**config.mk**
```make
export PLATFORM = sky130hd
export DESIGN_NAME = backlight_blink_and_idle_fade
export DESIGN_NICKNAME = d
export VERILOG_FILES = /design/src/hdl/bbif_pkg.sv /design/src/hdl/bbif_cfg.sv /design/src/hdl/bbif_muldiv.sv /design/src/hdl/backlight_blink_and_idle_fade.sv
export SDC_FILE = /design/constraint.sdc
export NUM_CORES = 1
export LEC_CHECK = 0
export BUFFER_PORTS_ARGS = -buffer_cell sky130_fd_sc_hd__clkbuf_2
export CORE_MARGIN = 4
export CORE_UTILIZATION = 48
export DETAILED_ROUTE_END_ITERATION = 10
export PLACE_DENSITY = 0.75
export RECOVER_POWER = 100
export SKIP_CTS_REPAIR_TIMING = 1
export SLEW_MARGIN = 15
export SYNTH_ARGS = -nofsm -noshare
export SYNTH_HDL_FRONTEND = slang
export SYNTH_SLANG_ARGS = --single-unit
```
**constraint.sdc**
```tcl
create_clock -name clk -period 11.7 [get_ports clk]
set_clock_uncertainty 0.2 [all_clocks]
set_input_delay 2.34 -clock clk [delete_from_list [all_inputs] [get_ports clk]]
set_output_delay 2.34 -clock clk [all_outputs]
set_load 0.005 [all_outputs]
```
**src/hdl/bbif_pkg.sv**
```systemverilog
// ----------------------------------------------------------------------------
// bbif_pkg
// Shared types, codes and constants for the backlight blink and idle fade
// block.
// ----------------------------------------------------------------------------
package bbif_pkg;

    // time base and pwm resolution
    localparam int TIME_W = 32;
    localparam int PWM_W  = 16;

    // working width of the shared unit: time values and 32-bit products
    localparam int CW    = (TIME_W > 32) ? TIME_W : 32;
    localparam int CNT_W = $clog2(CW + 1);

    localparam logic [15:0] PWM_MASK   = 16'((17'd1 << PWM_W) - 17'd1);
    localparam logic [15:0] FULL_SCALE = 16'hFFFF;

    // command codes (code 3 is treated as evaluate)
    localparam logic [1:0] CMD_EVAL  = 2'd0;
    localparam logic [1:0] CMD_ACT   = 2'd1;
    localparam logic [1:0] CMD_BLINK = 2'd2;

    // register indexes on the config port
    localparam logic [1:0] REG_NORMAL = 2'd0;
    localparam logic [1:0] REG_IDLE   = 2'd1;
    localparam logic [1:0] REG_FADE   = 2'd2;
    localparam logic [1:0] REG_DIMMED = 2'd3;

    // register reset values
    localparam logic [15:0] RST_NORMAL = 16'd1000;
    localparam logic [31:0] RST_IDLE   = 32'd30000;
    localparam logic [15:0] RST_FADE   = 16'd2000;
    localparam logic [15:0] RST_DIMMED = 16'd0;

    typedef enum logic [1:0] {
        MODE_BLINK  = 2'd0,
        MODE_NORMAL = 2'd1,
        MODE_FADE   = 2'd2,
        MODE_DIMMED = 2'd3
    } mode_t;

    typedef enum logic {
        OP_MUL = 1'b0,
        OP_DIV = 1'b1
    } op_t;

    typedef struct packed {
        logic [15:0] normal;
        logic [31:0] idle;
        logic [15:0] fade;
        logic [15:0] dimmed;
    } cfg_t;

    // request to the shared multiply / divide unit
    typedef struct packed {
        logic            start;
        op_t             op;
        logic [CW-1:0]   a;     // multiplier (low 16 bits) or dividend
        logic [15:0]     b;     // multiplicand or divisor
    } md_req_t;

    // response from the shared unit
    typedef struct packed {
        logic            done;
        logic [CW-1:0]   quo;
        logic [31:0]     prod;
    } md_rsp_t;

endpackage

```
**src/hdl/bbif_cfg.sv**
```systemverilog
// ----------------------------------------------------------------------------
// bbif_cfg
// Configuration register file: decodes writes by index and holds the four
// brightness and timing settings.
// ----------------------------------------------------------------------------
module bbif_cfg
    import bbif_pkg::*;
(
    input  logic        clk,
    input  logic        rst_n,
    input  logic        cfg_we,
    input  logic [1:0]  cfg_addr,
    input  logic [31:0] cfg_wdata,
    output cfg_t        cfg
);

    logic [15:0] normal_reg;
    logic [31:0] idle_reg;
    logic [15:0] fade_reg;
    logic [15:0] dimmed_reg;

    // register writes
    always_ff @(posedge clk or negedge rst_n)
    begin
        if (!rst_n)
        begin
            normal_reg <= RST_NORMAL;
            idle_reg   <= RST_IDLE;
            fade_reg   <= RST_FADE;
            dimmed_reg <= RST_DIMMED;
        end
        else if (cfg_we)
        begin
            case (cfg_addr)
                REG_NORMAL: normal_reg <= cfg_wdata[15:0];
                REG_IDLE:   idle_reg   <= cfg_wdata;
                REG_FADE:   fade_reg   <= cfg_wdata[15:0];
                REG_DIMMED: dimmed_reg <= cfg_wdata[15:0];
                default:    ;
            endcase
        end
    end

    assign cfg.normal = normal_reg;
    assign cfg.idle   = idle_reg;
    assign cfg.fade   = fade_reg;
    assign cfg.dimmed = dimmed_reg;

endmodule

```
**src/hdl/bbif_muldiv.sv**
```systemverilog
// ----------------------------------------------------------------------------
// bbif_muldiv
// Shared iterative unit: 16-step shift-add multiply or CW-step restoring
// divide, both through one 17-bit add/subtract.
// ----------------------------------------------------------------------------
module bbif_muldiv
    import bbif_pkg::*;
(
    input  logic    clk,
    input  logic    rst_n,
    input  md_req_t req,
    output md_rsp_t rsp
);

    localparam logic [CNT_W-1:0] MUL_STEPS = CNT_W'(16);
    localparam logic [CNT_W-1:0] DIV_STEPS = CNT_W'(CW);

    logic             busy_reg;
    logic             done_reg;
    logic [CNT_W-1:0] cnt_reg;
    op_t              op_reg;
    logic [15:0]      opd_reg;
    logic [15:0]      rem_reg;
    logic [CW-1:0]    quo_reg;

    logic [16:0]      shifted;
    logic [16:0]      add_a;
    logic [16:0]      add_b;
    logic             cin;
    logic [17:0]      sum;
    logic [15:0]      rem_next;
    logic [CW-1:0]    quo_next;

    // shared add/subtract operand selection
    always_comb
    begin
        shifted = {rem_reg, quo_reg[CW-1]};
        if (op_reg == OP_DIV)
        begin
            add_a = shifted;
            add_b = ~{1'b0, opd_reg};
            cin   = 1'b1;
        end
        else
        begin
            add_a = {1'b0, rem_reg};
            add_b = quo_reg[0] ? {1'b0, opd_reg} : 17'd0;
            cin   = 1'b0;
        end
        sum = {1'b0, add_a} + {1'b0, add_b} + {17'd0, cin};
    end

    // one step of the selected operation
    always_comb
    begin
        if (op_reg == OP_DIV)
        begin
            // carry out means the shifted remainder was not below the divisor
            if (sum[17])
            begin
                rem_next = sum[15:0];
                quo_next = {quo_reg[CW-2:0], 1'b1};
            end
            else
            begin
                rem_next = shifted[15:0];
                quo_next = {quo_reg[CW-2:0], 1'b0};
            end
        end
        else
        begin
            rem_next = sum[16:1];
            quo_next = {{(CW-16){1'b0}}, sum[0], quo_reg[15:1]};
        end
    end

    // control
    always_ff @(posedge clk or negedge rst_n)
    begin
        if (!rst_n)
        begin
            busy_reg <= 1'b0;
            done_reg <= 1'b0;
            cnt_reg  <= '0;
            op_reg   <= OP_MUL;
        end
        else
        begin
            done_reg <= 1'b0;
            if (req.start)
            begin
                busy_reg <= 1'b1;
                op_reg   <= req.op;
                cnt_reg  <= (req.op == OP_DIV) ? DIV_STEPS : MUL_STEPS;
            end
            else if (busy_reg)
            begin
                cnt_reg <= cnt_reg - CNT_W'(1);
                if (cnt_reg == CNT_W'(1))
                begin
                    busy_reg <= 1'b0;
                    done_reg <= 1'b1;
                end
            end
        end
    end

    // datapath
    always_ff @(posedge clk)
    begin
        if (req.start)
        begin
            opd_reg <= req.b;
            rem_reg <= '0;
            quo_reg <= (req.op == OP_DIV) ? req.a : {{(CW-16){1'b0}}, req.a[15:0]};
        end
        else if (busy_reg)
        begin
            rem_reg <= rem_next;
            quo_reg <= quo_next;
        end
    end

    assign rsp.done = done_reg;
    assign rsp.quo  = quo_reg;
    assign rsp.prod = {rem_reg, quo_reg[15:0]};

`ifndef NO_ASSERTIONS
    // partial remainder stays below the divisor throughout a divide
    a_rem_bound: assert property (@(posedge clk) disable iff (!rst_n)
        (busy_reg && op_reg == OP_DIV) |-> (rem_reg < opd_reg))
        else $error("divide remainder not below divisor");

    // a start always leads into a busy run
    a_start_busy: assert property (@(posedge clk) disable iff (!rst_n)
        req.start |=> busy_reg)
        else $error("start did not begin a run");

    // done is a single pulse at the end of a run
    a_done_end: assert property (@(posedge clk) disable iff (!rst_n)
        done_reg |-> (!busy_reg && $past(busy_reg)))
        else $error("done without a finished run");
`endif

endmodule

```
**src/hdl/backlight_blink_and_idle_fade.sv**
```systemverilog
// ----------------------------------------------------------------------------
// backlight_blink_and_idle_fade
// Backlight pwm compare generator: blink phase, idle timeout and linear fade
// from millisecond timestamps, sequenced around one shared multiply/divide.
// ----------------------------------------------------------------------------
// Normal and dimmed results come from compares alone; a blink phase waits on
// one divide, and a blink start and a fade step each wait on a multiply then a
// divide, through the shared unit's 16 multiply steps and CW (32) divide steps.
// Throughput: one item at a time; s_tready is high only between items, and a
// stalled result holds the next one in hand-over until the output frees.
// Reset (rst_n low, asynchronous): registers return to their defaults, blink
// and activity times clear, the led level sets and no result is pending.
// ----------------------------------------------------------------------------
module backlight_blink_and_idle_fade
    import bbif_pkg::*;
(
    input  logic        clk,
    input  logic        rst_n,
    // configuration writes
    input  logic        cfg_we,
    input  logic [1:0]  cfg_addr,
    input  logic [31:0] cfg_wdata,
    // input stream
    input  logic        s_tvalid,
    output logic        s_tready,
    input  logic [55:0] s_tdata,   // now_ms[31:0], blink_count[39:32], blink_interval_ms[55:40]
    input  logic [1:0]  s_tuser,   // cmd[1:0]
    // output stream
    output logic        m_tvalid,
    input  logic        m_tready,
    output logic [23:0] m_tdata,   // pwm_compare[15:0], led_on[16], zero[23:17]
    output logic [1:0]  m_tuser    // mode[1:0]
);

    typedef enum logic [3:0] {
        ST_WAIT_IN,
        ST_MUL_END,
        ST_CHECK,
        ST_BLINK_DIV,
        ST_IDLE_CMP,
        ST_FADE_CMP,
        ST_FADE_MUL,
        ST_FADE_DIV,
        ST_DONE
    } state_t;

    cfg_t    cfg;
    md_rsp_t rsp;

    state_t          state_reg;
    md_req_t         req_reg;
    logic [TIME_W-1:0] now_reg;
    logic [15:0]     intv_reg;
    logic [TIME_W-1:0] blink_end_reg;
    logic [15:0]     blink_int_reg;
    logic [TIME_W-1:0] last_act_reg;
    logic            led_reg;
    logic [CW-1:0]   diff_reg;
    logic [15:0]     res_pwm_reg;
    mode_t           res_mode_reg;
    logic            m_tvalid_reg;
    logic [15:0]     out_pwm_reg;
    logic            out_led_reg;
    mode_t           out_mode_reg;

    logic [TIME_W-1:0] end_sum;
    logic              blink_run;
    logic [15:0]       half_div;
    logic [TIME_W-1:0] elapsed;
    logic [15:0]       remaining;
    logic [15:0]       span;
    logic [15:0]       fade_pwm;

    bbif_cfg u_cfg (
        .clk       (clk),
        .rst_n     (rst_n),
        .cfg_we    (cfg_we),
        .cfg_addr  (cfg_addr),
        .cfg_wdata (cfg_wdata),
        .cfg       (cfg)
    );

    bbif_muldiv u_muldiv (
        .clk   (clk),
        .rst_n (rst_n),
        .req   (req_reg),
        .rsp   (rsp)
    );

    // per-state arithmetic
    always_comb
    begin
        end_sum   = now_reg + TIME_W'(rsp.prod);
        blink_run = (blink_end_reg > now_reg) && (blink_int_reg != 16'd0);
        half_div  = (blink_int_reg[15:1] == 15'd0) ? 16'd1 : {1'b0, blink_int_reg[15:1]};
        elapsed   = now_reg - last_act_reg;
        remaining = cfg.fade - diff_reg[15:0];
        span      = (cfg.normal > cfg.dimmed) ? (cfg.normal - cfg.dimmed) : 16'd0;
        fade_pwm  = rsp.quo[15:0] + cfg.dimmed;
    end

    // sequencer, state and output register
    always_ff @(posedge clk or negedge rst_n)
    begin
        if (!rst_n)
        begin
            state_reg     <= ST_WAIT_IN;
            req_reg       <= '0;
            now_reg       <= '0;
            intv_reg      <= '0;
            blink_end_reg <= '0;
            blink_int_reg <= '0;
            last_act_reg  <= '0;
            led_reg       <= 1'b1;
            diff_reg      <= '0;
            res_pwm_reg   <= '0;
            res_mode_reg  <= MODE_BLINK;
            m_tvalid_reg  <= 1'b0;
            out_pwm_reg   <= '0;
            out_led_reg   <= 1'b0;
            out_mode_reg  <= MODE_BLINK;
        end
        else
        begin
            // output transfer frees the register unless a new result loads it
            if (m_tvalid_reg && m_tready && state_reg != ST_DONE)
            begin
                m_tvalid_reg <= 1'b0;
            end

            case (state_reg)
                ST_WAIT_IN:
                begin
                    if (s_tvalid)
                    begin
                        now_reg  <= TIME_W'(s_tdata[31:0]);
                        intv_reg <= s_tdata[55:40];
                        state_reg <= ST_CHECK;
                        case (s_tuser)
                            CMD_ACT:
                            begin
                                last_act_reg <= TIME_W'(s_tdata[31:0]);
                            end
                            CMD_BLINK:
                            begin
                                // blink length = count * interval
                                req_reg.start <= 1'b1;
                                req_reg.op    <= OP_MUL;
                                req_reg.a     <= CW'(s_tdata[39:32]);
                                req_reg.b     <= s_tdata[55:40];
                                state_reg     <= ST_MUL_END;
                            end
                            default: ;
                        endcase
                    end
                end

                ST_MUL_END:
                begin
                    if (rsp.done)
                    begin
                        blink_end_reg <= end_sum;
                        blink_int_reg <= intv_reg;
                        state_reg     <= ST_CHECK;
                    end
                    else
                    begin
                        // start is a one-cycle pulse
                        req_reg.start <= 1'b0;
                    end
                end

                ST_CHECK:
                begin
                    if (blink_run)
                    begin
                        // phase = bit 0 of (end - now) / half interval
                        req_reg.start <= 1'b1;
                        req_reg.op    <= OP_DIV;
                        req_reg.a     <= CW'(blink_end_reg - now_reg);
                        req_reg.b     <= half_div;
                        state_reg     <= ST_BLINK_DIV;
                    end
                    else
                    begin
                        diff_reg  <= CW'(elapsed);
                        state_reg <= ST_IDLE_CMP;
                    end
                end

                ST_BLINK_DIV:
                begin
                    if (rsp.done)
                    begin
                        led_reg      <= rsp.quo[0];
                        res_pwm_reg  <= rsp.quo[0] ? 16'd0 : FULL_SCALE;
                        res_mode_reg <= MODE_BLINK;
                        state_reg    <= ST_DONE;
                    end
                    else
                    begin
                        req_reg.start <= 1'b0;
                    end
                end

                ST_IDLE_CMP:
                begin
                    if (diff_reg < CW'(cfg.idle))
                    begin
                        res_pwm_reg  <= cfg.normal;
                        res_mode_reg <= MODE_NORMAL;
                        state_reg    <= ST_DONE;
                    end
                    else
                    begin
                        diff_reg  <= diff_reg - CW'(cfg.idle);
                        state_reg <= ST_FADE_CMP;
                    end
                end

                ST_FADE_CMP:
                begin
                    if (diff_reg >= CW'(cfg.fade))
                    begin
                        res_pwm_reg  <= cfg.dimmed;
                        res_mode_reg <= MODE_DIMMED;
                        state_reg    <= ST_DONE;
                    end
                    else
                    begin
                        // span * remaining, divided by fade next
                        req_reg.start <= 1'b1;
                        req_reg.op    <= OP_MUL;
                        req_reg.a     <= CW'(remaining);
                        req_reg.b     <= span;
                        state_reg     <= ST_FADE_MUL;
                    end
                end

                ST_FADE_MUL:
                begin
                    if (rsp.done)
                    begin
                        req_reg.start <= 1'b1;
                        req_reg.op    <= OP_DIV;
                        req_reg.a     <= CW'(rsp.prod);
                        req_reg.b     <= cfg.fade;
                        state_reg     <= ST_FADE_DIV;
                    end
                    else
                    begin
                        req_reg.start <= 1'b0;
                    end
                end

                ST_FADE_DIV:
                begin
                    if (rsp.done)
                    begin
                        res_pwm_reg  <= fade_pwm;
                        res_mode_reg <= MODE_FADE;
                        state_reg    <= ST_DONE;
                    end
                    else
                    begin
                        req_reg.start <= 1'b0;
                    end
                end

                ST_DONE:
                begin
                    // hand over once the output register is free
                    if (!m_tvalid_reg || m_tready)
                    begin
                        out_pwm_reg  <= res_pwm_reg & PWM_MASK;
                        out_led_reg  <= led_reg;
                        out_mode_reg <= res_mode_reg;
                        m_tvalid_reg <= 1'b1;
                        state_reg    <= ST_WAIT_IN;
                    end
                end

                default:
                begin
                    req_reg.start <= 1'b0;
                    state_reg     <= ST_WAIT_IN;
                end
            endcase
        end
    end

    assign s_tready = (state_reg == ST_WAIT_IN);
    assign m_tvalid = m_tvalid_reg;
    assign m_tdata  = {7'd0, out_led_reg, out_pwm_reg};
    assign m_tuser  = out_mode_reg;

`ifndef NO_ASSERTIONS
    // a blink result is always full scale or off
    a_blink_level: assert property (@(posedge clk) disable iff (!rst_n)
        (m_tvalid_reg && out_mode_reg == MODE_BLINK) |->
        (out_pwm_reg == 16'd0 || out_pwm_reg == (FULL_SCALE & PWM_MASK)))
        else $error("blink result not full scale or off");

    // the shared unit only finishes while the sequencer waits for it
    a_done_wait: assert property (@(posedge clk) disable iff (!rst_n)
        rsp.done |-> (state_reg == ST_MUL_END || state_reg == ST_BLINK_DIV ||
                      state_reg == ST_FADE_MUL || state_reg == ST_FADE_DIV))
        else $error("unit finished outside a wait state");

    // a new result appears only from the hand-over state
    a_result_src: assert property (@(posedge clk) disable iff (!rst_n)
        $rose(m_tvalid_reg) |-> $past(state_reg) == ST_DONE)
        else $error("result raised outside hand-over");
`endif

endmodule

```
==> flow_metrics.py, run 1 <==
metrics = {
    "outcome": {
        "status": "finished with violations",
        "violations": "capacitance limit, slew limit",
    },
    "die": {
        "die_area_um2": 61540,
        "die_w_um": 248.1,
        "die_h_um": 248.1,
        "io_pins": 125,
        "rows": 87,
        "coreArea_um2": 56710,
        "start_util_pct": 48.78,
    },
    "clocking": {
        "cts_tree": "yes",
        "cts_root_buf": "clkbuf_16",
        "cts-htree-levels": 2,
        "clk_path_buf_depth": 3,
        "clkSlewWorstSetupHoldPaths_ns": 0.06,
        "cts_buffers": 45,
        "clk_latency_ns": 0.59,
        "clock_sinks": 406,
    },
    "sta": {
        "slew_headroom_pct": -153.1,
        "tightest_slew_ns": 3.796,
        "grt_setup_unrepaired": "no",
        "period_minus_slack_ns": 7.319,
        "final_max_slew_viol_count": 567,
        "period_share_pct": 62.56,
        "hold_viol_final": 0,
        "timing.final.ws_setup_ns": 4.381,
        "fmax_mhz": 136.6,
        "finalSetupViolCount": 0,
        "fin_setup_tns_ns": 0,
    },
    "hold_path": {
        "hold_class": "reg -> reg",
    },
    "global_route": {
        "first_global_vias": 21260,
        "grt_start_max_net_pins": 140,
        "grt_pass1_wl_um": 120200,
        "grt_usage_pct": 24.77,
        "antenna_found_initial": 3,
        "overflow": 0,
    },
    "worst_setup_path": {
        "crit_path_start_kind": "register",
        "cp_max_fo": 97,
        "cpMaxStageDelayCell": "or4b_1",
        "worstSetupPathType": "reg -> reg",
        "end_kind": "register",
        "slowest_delay_ns": 2.45,
        "critical_path_required_ns": 11.96,
        "cp_common_cell": "inv_1",
        "worst_ep_arrival_time_ns": 7.58,
        "cp_cell_sequence": "inv_1, nor3_1, clkbuf_1, nand2b_1, nor2_1, or4b_1, inv_1, a2bb2oi_1",
    },
    "route": {
        "drt_pass1_iterations": 6,
        "antenna_left": 0,
        "route.detailed.drc": 0,
        "viasPerCell": 5.937,
        "num_vias": 22560,
        "drt_iter0_drc": 1798,
        "wirelength_um": 76910,
        "wl_per_cell_um": 20.24,
    },
    "cells_and_area": {
        "fin_area_um2": 30390,
        "largest_reg_flops": 50,
        "drive_gt1_share_pct": 15.64,
        "fin_nets": 3318,
        "fillers": 5019,
        "utilization_pct": 53.59,
        "synthToLayoutAreaGrowth_pct": 9.859,
        "diodes": 0,
    },
    "yosys": {
        "synthFlopType": "dfrtp_1",
        "synth_enable_flop_cells": 48,
        "seq_area_frac_synth_pct": 37.39,
        "synth_top_area_cell": "dfrtp_1",
        "yosysUniqueCellTypes": 98,
        "syn_inst": 2941,
        "syn_area_um2": 27670,
        "avgSynthCellArea_um2": 9.407,
        "ys_seq_elements": 406,
        "async_reset_ff_share_pct": 84.24,
        "ys_warn_count": 0,
        "synth_top_area_share_pct": 29.13,
        "synth_area_leaders": "dfrtp_1 (29%), ha_1 (9.3%), mux2_2 (8.5%), edfxtp_1 (5.2%), nand2_1 (4.0%)",
    },
    "pwr": {
        "peakVddDrop_uv": 243.1,
        "p_leak_nw": 14.08,
        "powerDensity_nw_per_um2": 324.3,
    },
    "placement": {
        "post_dp_cell_area_um2": 28830,
        "preCtsSetupSlack_ns": 6.361,
        "io_buffers": 117,
        "place_hpwl_um": 58360,
        "gp_congestion": 0.9509,
    },
    "job": {
        "maxCapViolations": 13,
    },
}
[cell usage after synthesis, types with 20 or more instances]
cell and count:
nand4_1 20, xnor2_1 85, a221oi_1 24, a21o_1 99, a31oi_1 37, mux2_2 210, nand3_1 35, o21ai_1 32
nand2b_1 31, o21a_1 31, inv_1 183, edfxtp_1 48, ha_1 205, nand2_1 295, o21ai_0 200, a211oi_1 31
clkbuf_1 81, nor3_1 48, and3_1 26, xor2_1 60, dfstp_2 20, a21oi_1 195, nor2_1 177, dfrtp_1 322
mux2i_1 55
[layer usage]
layer / up-vias / share of wire [%] / global-route usage [%]
met5: - / 0.033 / 0
met4: 4 / 3.4 / 7.533
met3: 134 / 6.8 / 4.123
met2: 702 / 45 / 39.10
met1: 10960 / 45 / 35.16
li1: 10760 / - / -
[power by group]
group | internal, mW | switching, mW | leakage (nW)
clock network | 1.02 | 0.617 | 0.829
logic | 2.37 | 3.21 | 8.41
registers | 2.02 | 0.614 | 4.84
[area by class of cell]
cell class / count / area (µm²) / share of cell area, %
Sequential cell: 406 / 10350 / 34.04
Timing Repair Buffer: 135 / 693.2 / 2.281
Clock inverter: 30 / 495.5 / 1.630
Clock buffer: 54 / 1221 / 4.018
Tap cell: 756 / 945.9 / 3.112
Multi-Input combinational cell: 2234 / 16000 / 52.63
Inverter: 185 / 694.4 / 2.285
[placed cells by master, fill, tap and decap left out, types with 20 or more instances in the layout]
| cell | instances |
|---|---|
| clkbuf_16 | 46 |
| xor2_1 | 60 |
| nand3_1 | 35 |
| a211oi_1 | 33 |
| a21oi_1 | 196 |
| nor2b_1 | 20 |
| nand4_1 | 20 |
| mux2_2 | 209 |
| a21o_1 | 99 |
| nand2b_1 | 31 |
| nor2_1 | 176 |
| a31oi_1 | 37 |
| clkbuf_2 | 106 |
| and3_1 | 26 |
| mux2i_1 | 55 |
| nor3_1 | 48 |
| clkbuf_1 | 24 |
| o31ai_1 | 20 |
| dfrtp_1 | 321 |
| xnor2_1 | 85 |
| a221oi_1 | 24 |
| ha_1 | 205 |
| nand2_1 | 294 |
| o21ai_0 | 229 |
| o21a_1 | 31 |
| edfxtp_1 | 48 |
| inv_1 | 184 |
[through the flow]
| stage | total power, mW | hold WS, ns | instances |
|---|---|---|---|
| finish | 9.855 | 0.2498 | 3800 |
| global route | 10.60 | 0.2505 | 3800 |
| CTS | 9.822 | 0.2469 | 3800 |
| detailed placement | 8.139 | 0.2331 | 3716 |
| global placement | 8.025 | 0.2339 | 3716 |
| floorplan | 6.738 | 0.2248 | 2947 |
[cells by family (layout without fill, tap and decap cells)]
kind of cell | Yosys count | after routing | share of synthesized area [%]
AOI/OAI and AO/OA | 851 | 851 | 20.29
and+or+nand+nor | 752 | 752 | 12.65
DFF | 406 | 406 | 37.39
buffers and inverters | 307 | 404 | 4.609
muxes | 265 | 265 | 10.54
adders and majority gates | 214 | 214 | 9.923
xor gates and xnor gates | 145 | 145 | 4.590
other | 1 | 7 | 0.01355
[path summary, 6_finish.rpt]
kind                                    from                  end  slack, ns  depth (start not counted)
worst max-delay path            state_reg[1]          req_reg[43]       4.38                          8
worst min-delay path              req_reg[4]  u_muldiv.opd_reg[4]       0.25                          0
worst max register to register  state_reg[1]          req_reg[43]       4.38                          8
worst min register to register    req_reg[4]  u_muldiv.opd_reg[4]       0.25                          0
max in group asynchronous              rst_n    u_muldiv.busy_reg       5.49                          2
min in group asynchronous              rst_n      out_pwm_reg[14]       1.62                          1
[critical path: cells and delay by family (launching register included)]
family | cells | cell delay, ns
AO/OA/AOI/OAI | 1 | 0.28
buffers and inverters | 3 | 1.69
flip-flops | 1 | 0.77
AND/OR/NAND/NOR | 4 | 4.20
Power figures use the tool's default switching activity.
==> run 2, diff against run 1 <==
==> constraint.sdc (replaced) <==
create_clock -name clk -period 6.75 [get_ports clk]
set_clock_uncertainty 0.2 [all_clocks]
set_input_delay 1.35 -clock clk [delete_from_list [all_inputs] [get_ports clk]]
set_output_delay 1.35 -clock clk [all_outputs]
set_load 0.005 [all_outputs]
==> run 2 against run 1 <==
The flow still finishes with violations (capacitance limit, slew limit). Routed wire length up 1.2%. Flip-flop and latch count unchanged. Power up 71%. Via count up 0.64%. Non-clock buffer count up 1. Sequential share of layout area up 0.20 points. First-iteration DRC count up 19%. Critical path depth up 3. Utilization down 0.30 points. Worst hold slack worse by 0.00091 ns. Critical endpoint is now res_pwm_reg[15].
==> flow_metrics.py, run 2 (synthesis gave the netlist of run 1 again) <==
metrics = {
    "outcome": {
        "status": "finished with violations",
        "violations": "capacitance limit, slew limit",
    },
    "worst_setup_path": {
        "slowest_delay_ns": 2.27,
        "crit_path_start_kind": "register",
        "cp_max_fo": 24,
        "worstSetupPathType": "reg -> reg",
        "worst_ep_arrival_time_ns": 6.21,
        "cpMaxStageDelayCell": "o21ai_0",
        "cp_cell_sequence": "inv_1, ha_1, fa_1, nand2b_1, a21o_1, a21oi_1, a2111oi_2, o31ai_4, o21ai_0, o21ai_0, mux2_2",
        "cp_common_cell": "o21ai_0",
        "critical_path_required_ns": 7.00,
        "end_kind": "register",
    },
    "cells_and_area": {
        "drive_gt1_share_pct": 15.63,
        "synthToLayoutAreaGrowth_pct": 9.235,
        "mostFrequentLayoutCells": "dfrtp_1 (320), nand2_1 (295), o21ai_0 (228), mux2_2 (209), ha_1 (205)",
        "largest_reg_flops": 50,
        "final_common_cell": "dfrtp_1",
        "fin_nets": 3320,
    },
    "pwr": {
        "power.internal_mw": 9.118,
        "p_comb_share_pct": 57.6,
        "p_leak_nw": 14.03,
        "swShare_pct": 45.92,
        "pwr-share-seq_pct": 26.9,
        "p_sw_mw": 7.740,
        "peakVddDrop_uv": 308.5,
        "clock_power_share_pct": 15.4,
        "powerDensity_nw_per_um2": 557.8,
    },
    "sta": {
        "fin_setup_tns_ns": 0,
        "period_minus_slack_ns": 5.952,
        "tightest_slew_ns": 3.464,
        "period_share_pct": 88.17,
        "fmax_mhz": 168.0,
        "finalSetupViolCount": 0,
        "slew_headroom_pct": -130.9,
        "grt_setup_unrepaired": "no",
        "timing.final.ws_setup_ns": 0.7985,
        "final_max_slew_viol_count": 517,
        "hold_viol_final": 0,
    },
    "clocking": {
        "cts_buffers": 46,
        "cts-htree-levels": 2,
        "cts_tree": "yes",
        "clkSlewWorstSetupHoldPaths_ns": 0.07,
        "clock_sinks": 406,
        "clk_latency_ns": 0.59,
        "clk_path_buf_depth": 3,
        "cts_root_buf": "clkbuf_16",
    },
    "die": {
        "rows": 87,
        "io_pins": 125,
        "start_util_pct": 48.78,
        "die_w_um": 248.1,
        "die_area_um2": 61540,
        "die_h_um": 248.1,
        "coreArea_um2": 56710,
    },
    "global_route": {
        "first_global_vias": 21340,
        "grt_busiest_layer": "met2",
        "use_met1_pct": 35.47,
        "grt_pass1_wl_um": 120900,
        "met3_usage_pct": 2.949,
        "grt_usage_pct": 24.97,
        "antenna_found_initial": 0,
        "overflow": 0,
        "grt_start_max_net_pins": 145,
        "grt_util_met2_pct": 40.02,
    },
    "placement": {
        "gp_congestion": 0.9437,
        "io_buffers": 117,
        "place_hpwl_um": 58370,
        "preCtsSetupSlack_ns": 1.444,
    },
    "route": {
        "route.detailed.drc": 0,
        "num_vias": 22700,
        "antenna_left": 0,
        "drt_pass1_iterations": 5,
        "wirelength_um": 77800,
        "viasPerCell": 5.971,
        "wl_per_cell_um": 20.46,
        "drt_iter0_drc": 2131,
    },
    "job": {
        "maxCapViolations": 8,
    },
    "hold_path": {
        "hold_class": "reg -> reg",
    },
}
run 2: layer usage:
metal  share of wire (%)  up-vias  wire, µm
met1                  44    10970     34380
met4                 3.2        0      2481
met2                  46      825     35630
met5                   0        -         0
met3                 6.8      141      5306
li1                    -    10760         -
run 2: power by group through the flow:
stage	Clock [mW]	Sequential [mW]	Combinational, mW
floorplan	0	4.05	7.63
global placement	0	4.51	9.46
finish	2.60	4.54	9.71
detailed placement	0	4.54	9.60
global route	2.74	4.63	10.7
CTS	2.64	4.50	9.68
run 2: critical path: cells and delay by family (launching register included):
family	cells	cell delay (ns)
AO/OA/AOI/OAI	6	3.89
adder cells (fa/ha/maj)	2	0.60
multiplexers	1	0.48
flip-flops	1	0.35
AND/OR/NAND/NOR	1	0.20
buffers and inverters	1	0.08
run 2: worst paths after layout:
path	from	to	slack [ns]	depth (start not counted)
max	diff_reg[0]	res_pwm_reg[15]	0.80	11
min	req_reg[13]	u_muldiv.opd_reg[13]	0.25	0
max reg2reg	diff_reg[0]	res_pwm_reg[15]	0.80	11
min reg2reg	req_reg[13]	u_muldiv.opd_reg[13]	0.25	0
max in group asynchronous	rst_n	blink_int_reg[1]	1.93	2
min in group asynchronous	rst_n	u_cfg.dimmed_reg[9]	0.58	1
run 2: cell type report:
class | instances | area, µm²
repair buffers | 136 | 689.4
inverters | 185 | 694.4
fillers | 5087 | 26490
clock inverters | 22 | 242.7
well taps | 756 | 945.9
flip-flops and latches | 406 | 10350
multi-input cells | 2234 | 15980
clock buffers | 62 | 1314
diodes | 1 | 2.502
run 2: through the flow:
step	area [µm²]	util [%]	cells	total power, mW	hold slack [ns]
2_1_floorplan	27690	-	2947	11.68	0.2248
3_3_place_gp	28850	50.86	3717	13.97	0.2317
3_5_place_dp	28850	50.86	3717	14.14	0.2355
4_1_cts	30400	53.61	3801	16.83	0.2513
5_1_grt	30220	53.28	3801	18.11	0.2655
6_report	30220	53.29	3802	16.86	0.2489
